File: src/design/dhs_pkg.sv
// ----------------------------------------------------------------------------
// dhs_pkg: shared types and constants of the debounced hold stopwatch
// Field widths, register indexes, debounce edge struct and segment table.
// ----------------------------------------------------------------------------
`timescale 1ns / 1ps

package dhs_pkg;

	localparam int CNT_W     = 16;
	localparam int SECONDS_W = 7;
	localparam int SEG_W     = 7;
	localparam int DIGIT_W   = 4;
	localparam int REG_IDX_W = 1;

	localparam logic [SECONDS_W-1:0] SECONDS_MAX   = 7'd99;
	localparam logic [CNT_W-1:0]     STABILITY_MAX = 16'hFFFF;
	localparam logic [DIGIT_W-1:0]   DIGIT_MAX     = 4'd9;

	localparam logic [CNT_W-1:0] DEBOUNCE_RESET = 16'd20;
	localparam logic [CNT_W-1:0] TPS_RESET      = 16'd1000;

	localparam logic [REG_IDX_W-1:0] REG_DEBOUNCE_TICKS   = 1'b0;
	localparam logic [REG_IDX_W-1:0] REG_TICKS_PER_SECOND = 1'b1;

	typedef struct packed {
		logic rise;
		logic fall;
	} dhs_edge_t;

	// Active-low segment code of one decimal digit
	function automatic logic [SEG_W-1:0] seg_code(input logic [DIGIT_W-1:0] digit);
		logic [SEG_W-1:0] code;
		case (digit)
			4'd0:    code = 7'h40;
			4'd1:    code = 7'h79;
			4'd2:    code = 7'h24;
			4'd3:    code = 7'h30;
			4'd4:    code = 7'h19;
			4'd5:    code = 7'h12;
			4'd6:    code = 7'h02;
			4'd7:    code = 7'h78;
			4'd8:    code = 7'h00;
			4'd9:    code = 7'h18;
			default: code = 7'h7F;
		endcase
		return code;
	endfunction

endpackage

File: src/design/dhs_tick_if.sv
// ----------------------------------------------------------------------------
// dhs_tick_if: tick channel
// One millisecond tick per transfer, carrying the sampled switch level.
// ----------------------------------------------------------------------------
`timescale 1ns / 1ps

interface dhs_tick_if;
	logic valid;
	logic ready;
	logic switch_sample;

	modport source (output valid, output switch_sample, input ready);
	modport sink   (input valid, input switch_sample, output ready);
endinterface

File: src/design/dhs_result_if.sv
// ----------------------------------------------------------------------------
// dhs_result_if: result channel
// Seconds, segment codes and status flags, one transfer per tick.
// ----------------------------------------------------------------------------
`timescale 1ns / 1ps

interface dhs_result_if;
	import dhs_pkg::*;

	logic                 valid;
	logic                 ready;
	logic [SECONDS_W-1:0] elapsed_seconds;
	logic [SEG_W-1:0]     segment_ones;
	logic [SEG_W-1:0]     segment_tens;
	logic                 timing_on;
	logic                 display_update;

	modport source (output valid, output elapsed_seconds, output segment_ones,
		output segment_tens, output timing_on, output display_update, input ready);
	modport sink   (input valid, input elapsed_seconds, input segment_ones,
		input segment_tens, input timing_on, input display_update, output ready);
endinterface

File: src/design/dhs_debounce.sv
// ----------------------------------------------------------------------------
// dhs_debounce: switch debouncer
// Saturating stability counter; reports stable rising and falling edges.
// ----------------------------------------------------------------------------
`timescale 1ns / 1ps

module dhs_debounce (
	input  logic                      clk,
	input  logic                      arst_n,
	input  logic                      advance,
	input  logic                      sample,
	input  logic [dhs_pkg::CNT_W-1:0] debounce_ticks,
	output dhs_pkg::dhs_edge_t        edges
);
	import dhs_pkg::*;

	logic             raw_q;
	logic             stable_q;
	logic [CNT_W-1:0] count_q;
	logic [CNT_W-1:0] count_inc;
	logic             settle;

	assign count_inc = (count_q < STABILITY_MAX) ? count_q + 1'b1 : count_q;
	// a raw change never settles in the same tick
	assign settle    = (sample == raw_q) && (stable_q != raw_q) &&
		(count_inc >= debounce_ticks);

	assign edges.rise = settle && raw_q;
	assign edges.fall = settle && !raw_q;

	always_ff @(posedge clk or negedge arst_n) begin
		if (!arst_n) begin
			raw_q    <= 1'b0;
			stable_q <= 1'b0;
			count_q  <= '0;
		end else if (advance) begin
			if (sample != raw_q) begin
				raw_q   <= sample;
				count_q <= '0;
			end else begin
				count_q <= count_inc;
				if (settle) begin
					stable_q <= raw_q;
				end
			end
		end
	end

endmodule

File: src/design/debounced_hold_stopwatch.sv
// ----------------------------------------------------------------------------
// debounced_hold_stopwatch: debounced hold stopwatch with two-digit display
// Each accepted tick's result is registered in the output or skid register.
// Throughput: one tick per cycle unless the skid register is full; a two-entry
// result stage (output plus skid register) keeps ticks flowing while one waits.
// Reset: asynchronous, clears all but result data; registers go to 20 and 1000.
// ----------------------------------------------------------------------------
`timescale 1ns / 1ps

module debounced_hold_stopwatch (
	input  logic                          clk,
	input  logic                          arst_n,
	input  logic                          write_en,
	input  logic [dhs_pkg::REG_IDX_W-1:0] reg_index,
	input  logic [dhs_pkg::CNT_W-1:0]     write_data,
	dhs_tick_if.sink                      tick,
	dhs_result_if.source                  result
);
	import dhs_pkg::*;

	typedef struct packed {
		logic [SECONDS_W-1:0] elapsed_seconds;
		logic [SEG_W-1:0]     segment_ones;
		logic [SEG_W-1:0]     segment_tens;
		logic                 timing_on;
		logic                 display_update;
	} dhs_result_t;

	// Configuration registers
	logic [CNT_W-1:0] debounce_q;
	logic [CNT_W-1:0] tps_q;

	// Stopwatch state; seconds are also kept as two decimal digits
	logic [CNT_W-1:0]     tick_cnt_q;
	logic [SECONDS_W-1:0] seconds_q;
	logic [DIGIT_W-1:0]   ones_q;
	logic [DIGIT_W-1:0]   tens_q;
	logic                 timing_q;

	// Result stage
	dhs_result_t out_q;
	logic        out_valid_q;
	dhs_result_t skid_q;
	logic        skid_valid_q;

	logic        accept;
	dhs_edge_t   edges;

	logic [CNT_W:0]       tick_next;
	logic                 second_done;
	logic [CNT_W-1:0]     tick_cnt_n;
	logic [SECONDS_W-1:0] seconds_n;
	logic [DIGIT_W-1:0]   ones_n;
	logic [DIGIT_W-1:0]   tens_n;
	logic                 timing_n;
	logic                 update_n;
	dhs_result_t          res_n;

	// Hold off new ticks only while the skid register is full
	assign tick.ready = !skid_valid_q;
	assign accept     = tick.valid && tick.ready;

	always_ff @(posedge clk or negedge arst_n) begin
		if (!arst_n) begin
			debounce_q <= DEBOUNCE_RESET;
			tps_q      <= TPS_RESET;
		end else if (write_en) begin
			case (reg_index)
				REG_DEBOUNCE_TICKS:   debounce_q <= write_data;
				REG_TICKS_PER_SECOND: tps_q      <= write_data;
				default: ;
			endcase
		end
	end

	dhs_debounce u_debounce (
		.clk            (clk),
		.arst_n         (arst_n),
		.advance        (accept),
		.sample         (tick.switch_sample),
		.debounce_ticks (debounce_q),
		.edges          (edges)
	);

	// Advance the timer under the flag from before this tick, then apply the edge
	assign tick_next   = {1'b0, tick_cnt_q} + 1'b1;
	assign second_done = timing_q && (tick_next >= {1'b0, tps_q});

	always_comb begin
		tick_cnt_n = tick_cnt_q;
		seconds_n  = seconds_q;
		ones_n     = ones_q;
		tens_n     = tens_q;
		timing_n   = timing_q;
		update_n   = 1'b0;
		if (timing_q) begin
			if (second_done) begin
				tick_cnt_n = '0;
				update_n   = 1'b1;
				// clamp at 99, but still flag the elapsed second
				if (seconds_q < SECONDS_MAX) begin
					seconds_n = seconds_q + 1'b1;
					if (ones_q == DIGIT_MAX) begin
						ones_n = '0;
						tens_n = tens_q + 1'b1;
					end else begin
						ones_n = ones_q + 1'b1;
					end
				end
			end else begin
				tick_cnt_n = tick_next[CNT_W-1:0];
			end
		end
		// a rising edge wins over a second counted in the same tick
		if (edges.rise) begin
			tick_cnt_n = '0;
			seconds_n  = '0;
			ones_n     = '0;
			tens_n     = '0;
			timing_n   = 1'b1;
			update_n   = 1'b1;
		end else if (edges.fall) begin
			timing_n = 1'b0;
		end
	end

	always_comb begin
		res_n.elapsed_seconds = seconds_n;
		res_n.segment_ones    = seg_code(ones_n);
		res_n.segment_tens    = seg_code(tens_n);
		res_n.timing_on       = timing_n;
		res_n.display_update  = update_n;
	end

	always_ff @(posedge clk or negedge arst_n) begin
		if (!arst_n) begin
			tick_cnt_q <= '0;
			seconds_q  <= '0;
			ones_q     <= '0;
			tens_q     <= '0;
			timing_q   <= 1'b0;
		end else if (accept) begin
			tick_cnt_q <= tick_cnt_n;
			seconds_q  <= seconds_n;
			ones_q     <= ones_n;
			tens_q     <= tens_n;
			timing_q   <= timing_n;
		end
	end

	// Result stage: park the new result in the skid register when the output
	// register is still waiting; refill the output from the skid on transfer
	always_ff @(posedge clk or negedge arst_n) begin
		if (!arst_n) begin
			out_valid_q  <= 1'b0;
			skid_valid_q <= 1'b0;
		end else begin
			if (accept) begin
				if (out_valid_q && !result.ready) begin
					skid_valid_q <= 1'b1;
				end else begin
					out_valid_q <= 1'b1;
				end
			end else if (result.ready || !out_valid_q) begin
				if (skid_valid_q) begin
					out_valid_q  <= 1'b1;
					skid_valid_q <= 1'b0;
				end else begin
					out_valid_q <= 1'b0;
				end
			end
		end
	end

	always_ff @(posedge clk) begin
		if (accept) begin
			if (out_valid_q && !result.ready) begin
				skid_q <= res_n;
			end else begin
				out_q <= res_n;
			end
		end else if ((result.ready || !out_valid_q) && skid_valid_q) begin
			out_q <= skid_q;
		end
	end

	assign result.valid           = out_valid_q;
	assign result.elapsed_seconds = out_q.elapsed_seconds;
	assign result.segment_ones    = out_q.segment_ones;
	assign result.segment_tens    = out_q.segment_tens;
	assign result.timing_on       = out_q.timing_on;
	assign result.display_update  = out_q.display_update;

`ifndef NO_ASSERTIONS
	// the skid register is only ever filled behind a waiting output register
	a_skid_behind_out: assert property (@(posedge clk) disable iff (!arst_n)
		skid_valid_q |-> out_valid_q)
		else $error("skid register full while output register empty");

	// the decimal digits track the binary seconds count
	a_digits_match: assert property (@(posedge clk) disable iff (!arst_n)
		seconds_q == 7'(tens_q) * 7'd10 + 7'(ones_q))
		else $error("seconds digits out of step with seconds count");

	// a stable rising edge starts timing from zero
	a_rise_starts: assert property (@(posedge clk) disable iff (!arst_n)
		(accept && edges.rise) |=> (timing_q && seconds_q == '0 && tick_cnt_q == '0))
		else $error("rising edge did not restart the stopwatch");

	// seconds never pass the clamp
	a_seconds_clamp: assert property (@(posedge clk) disable iff (!arst_n)
		seconds_q <= SECONDS_MAX)
		else $error("seconds count beyond clamp");
`endif

endmodule
File: src/flat_wrapper.sv
// flat-port wrapper written by rule: the top's interface ports become plain ports
module debounced_hold_stopwatch_flat import dhs_pkg::*;
  (clk, arst_n, write_en, reg_index, write_data, tick_valid, tick_switch_sample, tick_ready, result_valid, result_elapsed_seconds, result_segment_ones, result_segment_tens, result_timing_on, result_display_update, result_ready);
  dhs_tick_if tick_i ();
  dhs_result_if result_i ();
  input  logic clk;
  input  logic arst_n;
  input  logic write_en;
  input  logic [dhs_pkg::REG_IDX_W-1:0] reg_index;
  input  logic [dhs_pkg::CNT_W-1:0] write_data;
  input wire logic [$bits(tick_i.valid)-1:0] tick_valid;
  input wire logic [$bits(tick_i.switch_sample)-1:0] tick_switch_sample;
  output wire logic [$bits(tick_i.ready)-1:0] tick_ready;
  output wire logic [$bits(result_i.valid)-1:0] result_valid;
  output wire logic [$bits(result_i.elapsed_seconds)-1:0] result_elapsed_seconds;
  output wire logic [$bits(result_i.segment_ones)-1:0] result_segment_ones;
  output wire logic [$bits(result_i.segment_tens)-1:0] result_segment_tens;
  output wire logic [$bits(result_i.timing_on)-1:0] result_timing_on;
  output wire logic [$bits(result_i.display_update)-1:0] result_display_update;
  input wire logic [$bits(result_i.ready)-1:0] result_ready;
  assign tick_i.valid = tick_valid;
  assign tick_i.switch_sample = tick_switch_sample;
  assign tick_ready = tick_i.ready;
  assign result_valid = result_i.valid;
  assign result_elapsed_seconds = result_i.elapsed_seconds;
  assign result_segment_ones = result_i.segment_ones;
  assign result_segment_tens = result_i.segment_tens;
  assign result_timing_on = result_i.timing_on;
  assign result_display_update = result_i.display_update;
  assign result_i.ready = result_ready;
  debounced_hold_stopwatch u_core (.clk(clk), .arst_n(arst_n), .write_en(write_en), .reg_index(reg_index), .write_data(write_data), .tick(tick_i), .result(result_i));
endmodule
File: config.mk
export PLATFORM = sky130hd
export DESIGN_NAME = debounced_hold_stopwatch_flat
export DESIGN_NICKNAME = d
export VERILOG_FILES = /design/src/design/dhs_pkg.sv /design/src/design/dhs_tick_if.sv /design/src/design/dhs_result_if.sv /design/src/design/dhs_debounce.sv /design/src/design/debounced_hold_stopwatch.sv /design/src/flat_wrapper.sv
export SDC_FILE = /design/constraint.sdc
export NUM_CORES = 1
export LEC_CHECK = 0
export BUFFER_PORTS_ARGS = -buffer_cell sky130_fd_sc_hd__buf_2
export CORE_MARGIN = 1
export CORE_UTILIZATION = 40
export DETAILED_ROUTE_END_ITERATION = 7
export GPL_ROUTABILITY_DRIVEN = 0
export PLACE_DENSITY_LB_ADDON = 0.05
export RECOVER_POWER = 50
export SLEW_MARGIN = 30
export SYNTH_ARGS = -nofsm -noshare
export SYNTH_HDL_FRONTEND = slang
export SYNTH_SLANG_ARGS = --single-unit
export TNS_END_PERCENT = 30
File: constraint.sdc
create_clock -name clk -period 15.7 [get_ports clk]
set_input_delay 1.57 -clock clk [delete_from_list [all_inputs] [get_ports clk]]
set_output_delay 1.57 -clock clk [all_outputs]
set_load 0.005 [all_outputs]
==> results.py <==
metrics = {
    "yosys": {
        "synth.area.top_cells": "sky130_fd_sc_hd__dfrtp_1 26%, sky130_fd_sc_hd__edfxtp_1 19%, sky130_fd_sc_hd__ha_1 8.2%, sky130_fd_sc_hd__nand2_1 6.2%, sky130_fd_sc_hd__o21ai_0 5.0%",
        "synth_top_area_share_pct": 25.54,
        "post_synth_edffs": 46,
        "synth.yosys.warnings": 0,
        "synth.avg_cell_area_um2": 9.620,
        "synth_sequential_area_ratio_pct": 46.92,
        "unique_cell_type_count_in_the_yosys_netlist": 59,
        "fraction_of_synthesis_flops_using_an_asynchronous_set_or_reset_pin_pct": 64.62,
        "yosys_register_bits": 130,
        "postSynthNetCount": 846,
        "yosysMostFrequentCell": "sky130_fd_sc_hd__nand2_1",
        "number_of_instances_in_the_synthesized_netlist": 774,
        "synth_ff_type": "sky130_fd_sc_hd__dfrtp_1",
        "synth_area_leader_cell": "sky130_fd_sc_hd__dfrtp_1",
        "synth_top_cells_by_count": "123 x sky130_fd_sc_hd__nand2_1, 76 x sky130_fd_sc_hd__dfrtp_1, 75 x sky130_fd_sc_hd__o21ai_0, 54 x sky130_fd_sc_hd__inv_1, 49 x sky130_fd_sc_hd__ha_1",
        "summed_instance_area_of_the_synthesized_netlist_mm2": 0.007446,
    },
    "drt": {
        "detail_route.vias_per_cell": 5.421,
        "drc": 4,
        "totalWireLength_um": 17390,
        "post_drt_wl_per_cell_um": 16.39,
        "residual_antenna_violating_net_count_after_detailed_routing": 0,
        "via_count": 5752,
        "drt_first_iter_violations": 442,
        "dr.pass1.iters": 7,
    },
    "placement": {
        "port_buffer_count": 47,
        "placed_cell_area_mm2": 0.007920,
        "post-dp-hpwl_um": 12220,
    },
    "global_routing": {
        "pin_count_of_the_biggest_net_entering_global_routing": 69,
        "grt_antenna_before_repair": 0,
        "grt_use_total_pct": 19.42,
        "grt_first_pass_wirelength_um": 29390,
        "first_global_vias": 5728,
        "grt_overflow_total": 0,
    },
    "cts": {
        "h-tree-depth": 4,
        "maximum_buffer_depth_of_the_clock_tree": 2,
        "clkTransAtPathRegs_ns": 0.06,
        "cts.repair.resized": 0,
        "worst_skew_pair.late_latency_ns": 0.42,
        "cts_num_sinks": 130,
        "cts_made_buffers": 17,
        "post_cts.repair.setup_buffers": 0,
        "cts_tree": "done",
        "cts_hold_buf": 0,
        "cts-root-buf": "sky130_fd_sc_hd__clkbuf_16",
    },
    "critical_path": {
        "worst-endpoint-arrival_ns": 5.82,
        "regToRegStartpoint": "u_core.u_debounce.count_q[3]",
        "crit_fanout": 34,
        "reg2regPathDepth": 20,
        "r2r-end": "u_core.result.segment_tens[4]",
        "worst-setup-path-type": "register to register",
        "critPathLaunch": "u_core.u_debounce.count_q[3]",
        "crit_path_start_kind": "register",
        "timing.critical_path.required_ns": 15.85,
        "endpoint_kind": "register",
        "timing.reg2reg.setup_slack_ns": 10.03,
        "critical_path.endpoint": "u_core.result.segment_tens[4]",
    },
    "floorplanning": {
        "floorplan.io_pins": 48,
        "start_util_pct": 41.17,
        "fp.coreArea_mm2": 0.01809,
        "die_h_um": 138.4,
        "fp-row-count": 49,
        "dieWidth_um": 138.4,
        "die-area_mm2": 0.01916,
    },
    "worst_hold_path": {
        "hold_path_class": "register to register",
        "worstHoldStart": "u_core.tick_cnt_q[15]",
    },
    "cells_and_area": {
        "n_antenna_cell": 0,
        "post_route_design_area_mm2": 0.008512,
        "fillCellCount": 1687,
        "area_growth_pct": 14.32,
        "layout-drive-gt1-share_pct": 15.26,
        "num-nets-final": 891,
    },
    "sta": {
        "final_setup_vio_count": 0,
        "worst-slew-pin-transition_ns": 2.568,
        "final_critical_delay_including_setup_and_external_delays_ns": 5.666,
        "max_freq_mhz": 176.5,
        "timing_hold_violations_final": 0,
        "post_route_skew_ns": 0.01278,
        "slew_headroom_pct": -71.20,
        "final_min_period_over_clock_period_pct": 36.09,
        "rsz0062_at_grt": "no",
        "maxSlewViolCount": 87,
        "finalSetupTns_ns": 0,
    },
    "flow_run": {
        "max_cap_violations": 2,
    },
    "pwr": {
        "power.leakage_nw": 3.777,
        "p_per_area_mw_per_mm2": 131.0,
        "peakVddDrop_v": 0.0001254,
    },
    "run_status": {
        "violated_checks": "design-rule violations, max-capacitance violations, max-slew violations",
        "status": "complete, but fails checks",
    },
}
critical path: stages (launching register included):
cell	delay, ns
sky130_fd_sc_hd__dfrtp_1	0.46
sky130_fd_sc_hd__and3_1	0.28
sky130_fd_sc_hd__and4_1	0.28
sky130_fd_sc_hd__nand4_1	0.27
sky130_fd_sc_hd__nor2_1	0.40
sky130_fd_sc_hd__mux2_2	0.40
sky130_fd_sc_hd__ha_1	0.28
sky130_fd_sc_hd__o211ai_1	0.16
sky130_fd_sc_hd__a21oi_1	0.06
sky130_fd_sc_hd__o41ai_1	0.41
sky130_fd_sc_hd__a311o_1	0.42
sky130_fd_sc_hd__nand2_1	0.09
sky130_fd_sc_hd__buf_4	0.25
sky130_fd_sc_hd__a21o_1	0.27
sky130_fd_sc_hd__inv_1	0.10
sky130_fd_sc_hd__ha_1	0.23
sky130_fd_sc_hd__o2111ai_1	0.15
sky130_fd_sc_hd__o211ai_1	0.19
sky130_fd_sc_hd__o41ai_1	0.09
sky130_fd_sc_hd__nor4b_1	0.43
sky130_fd_sc_hd__o41ai_1	0.15
how the worst min path moves through the flow:
stage / slack (ns) / endpoint / cells past startpoint
6_report: 0.49 / u_core.tick_cnt_q[15] / 2
5_1_grt: 0.52 / u_core.tick_cnt_q[15] / 2
4_1_cts: 0.49 / u_core.tick_cnt_q[15] / 2
3_5_place_dp: 0.48 / u_core.tick_cnt_q[15] / 2
3_3_place_gp: 0.47 / u_core.tick_cnt_q[15] / 2
2_1_floorplan: 0.45 / u_core.tick_cnt_q[15] / 2
registers in the layout, indices dropped and copies added (netlist names):
name                           flops
u_core.skid_q                     23
u_core.debounce_q                 16
u_core.tick_cnt_q                 16
u_core.tps_q                      16
u_core.u_debounce.count_q         16
u_core.result.elapsed_seconds      7
u_core.result.segment_ones         7
u_core.result.segment_tens         7
u_core.seconds_q                   7
u_core.ones_q                      4
u_core.tens_q                      4
u_core.result.display_update       1
u_core.result.timing_on            1
u_core.result.valid                1
u_core.skid_valid_q                1
u_core.timing_q                    1
u_core.u_debounce.raw_q            1
u_core.u_debounce.stable_q         1
layout by cell type (no fill, tap or decap), types with 5 or more instances in the layout:
cell type / Yosys / layout
sky130_fd_sc_hd__xor2_1: 13 / 13
sky130_fd_sc_hd__and3_1: 9 / 9
sky130_fd_sc_hd__nor2_1: 41 / 40
sky130_fd_sc_hd__nand2b_1: 7 / 7
sky130_fd_sc_hd__dfrtp_1: 76 / 76
sky130_fd_sc_hd__dfstp_2: 8 / 8
sky130_fd_sc_hd__o21a_1: 6 / 6
sky130_fd_sc_hd__clkbuf_16: 0 / 19
sky130_fd_sc_hd__ha_1: 49 / 49
sky130_fd_sc_hd__buf_4: 0 / 6
sky130_fd_sc_hd__o211ai_1: 7 / 7
sky130_fd_sc_hd__o31ai_1: 17 / 17
sky130_fd_sc_hd__nand4_1: 9 / 9
sky130_fd_sc_hd__nor3_1: 16 / 16
sky130_fd_sc_hd__o41ai_1: 6 / 6
sky130_fd_sc_hd__a21oi_1: 30 / 30
sky130_fd_sc_hd__a21o_1: 12 / 12
sky130_fd_sc_hd__buf_2: 1 / 46
sky130_fd_sc_hd__inv_6: 0 / 7
sky130_fd_sc_hd__inv_1: 54 / 54
sky130_fd_sc_hd__nor2b_1: 5 / 5
sky130_fd_sc_hd__a31oi_1: 9 / 9
sky130_fd_sc_hd__o21ai_0: 75 / 75
sky130_fd_sc_hd__nand2_1: 123 / 122
sky130_fd_sc_hd__mux2_2: 19 / 19
sky130_fd_sc_hd__edfxtp_1: 46 / 46
sky130_fd_sc_hd__nand3_1: 24 / 24
sky130_fd_sc_hd__mux2i_1: 6 / 6
sky130_fd_sc_hd__a22o_1: 6 / 6
sky130_fd_sc_hd__xnor2_1: 21 / 21
metal layers:
layer	GRT usage [%]	part of all wire (%)	wire (µm)	vias up
met5	0	0	0	-
met2	31.15	47	8219	98
met4	7.215	1.4	245	0
met3	3.256	2.8	485	13
met1	26.39	49	8441	2790
li1	-	-	-	2851
power by group:
part	leakage [nW]	internal [mW]	switching (mW)	total (mW)
Clock	0.305	0.243	0.168	0.410
Sequential	1.51	0.420	0.0354	0.455
Combinational	1.96	0.0969	0.152	0.249
through the flow:
step	setup WS, ns	utilization [%]	power (mW)	hold slack, ns	std cells
CTS	9.992	47.15	1.128	0.4903	1061
floorplan	10.79	-	0.6276	0.4498	774
global route	9.509	47.06	1.184	0.5197	1061
global placement	10.28	43.79	0.7065	0.4701	1029
detailed placement	10.01	43.79	0.7144	0.4787	1029
finish	10.03	47.06	1.115	0.4856	1061
logic make-up after synthesis:
family	synth area share (%)
AO/OA/AOI/OAI	15.73
multiplexers	3.865
flip-flops	46.92
adder cells (fa/ha/maj)	8.234
XOR/XNOR	3.999
buffers and inverters	4.369
AND/OR/NAND/NOR	16.89
final cells by class:
type	count	area, µm²	share of cell area (%)
clock buffers	19	475.5	5.586
clock inverters	13	131.4	1.543
inverters	54	202.7	2.381
multi-input cells	560	3632	42.67
flip-flops and latches	130	3493	41.04
well taps	229	286.5	3.366
repair buffers	56	290.3	3.410
Power figures use the tool's default switching activity.
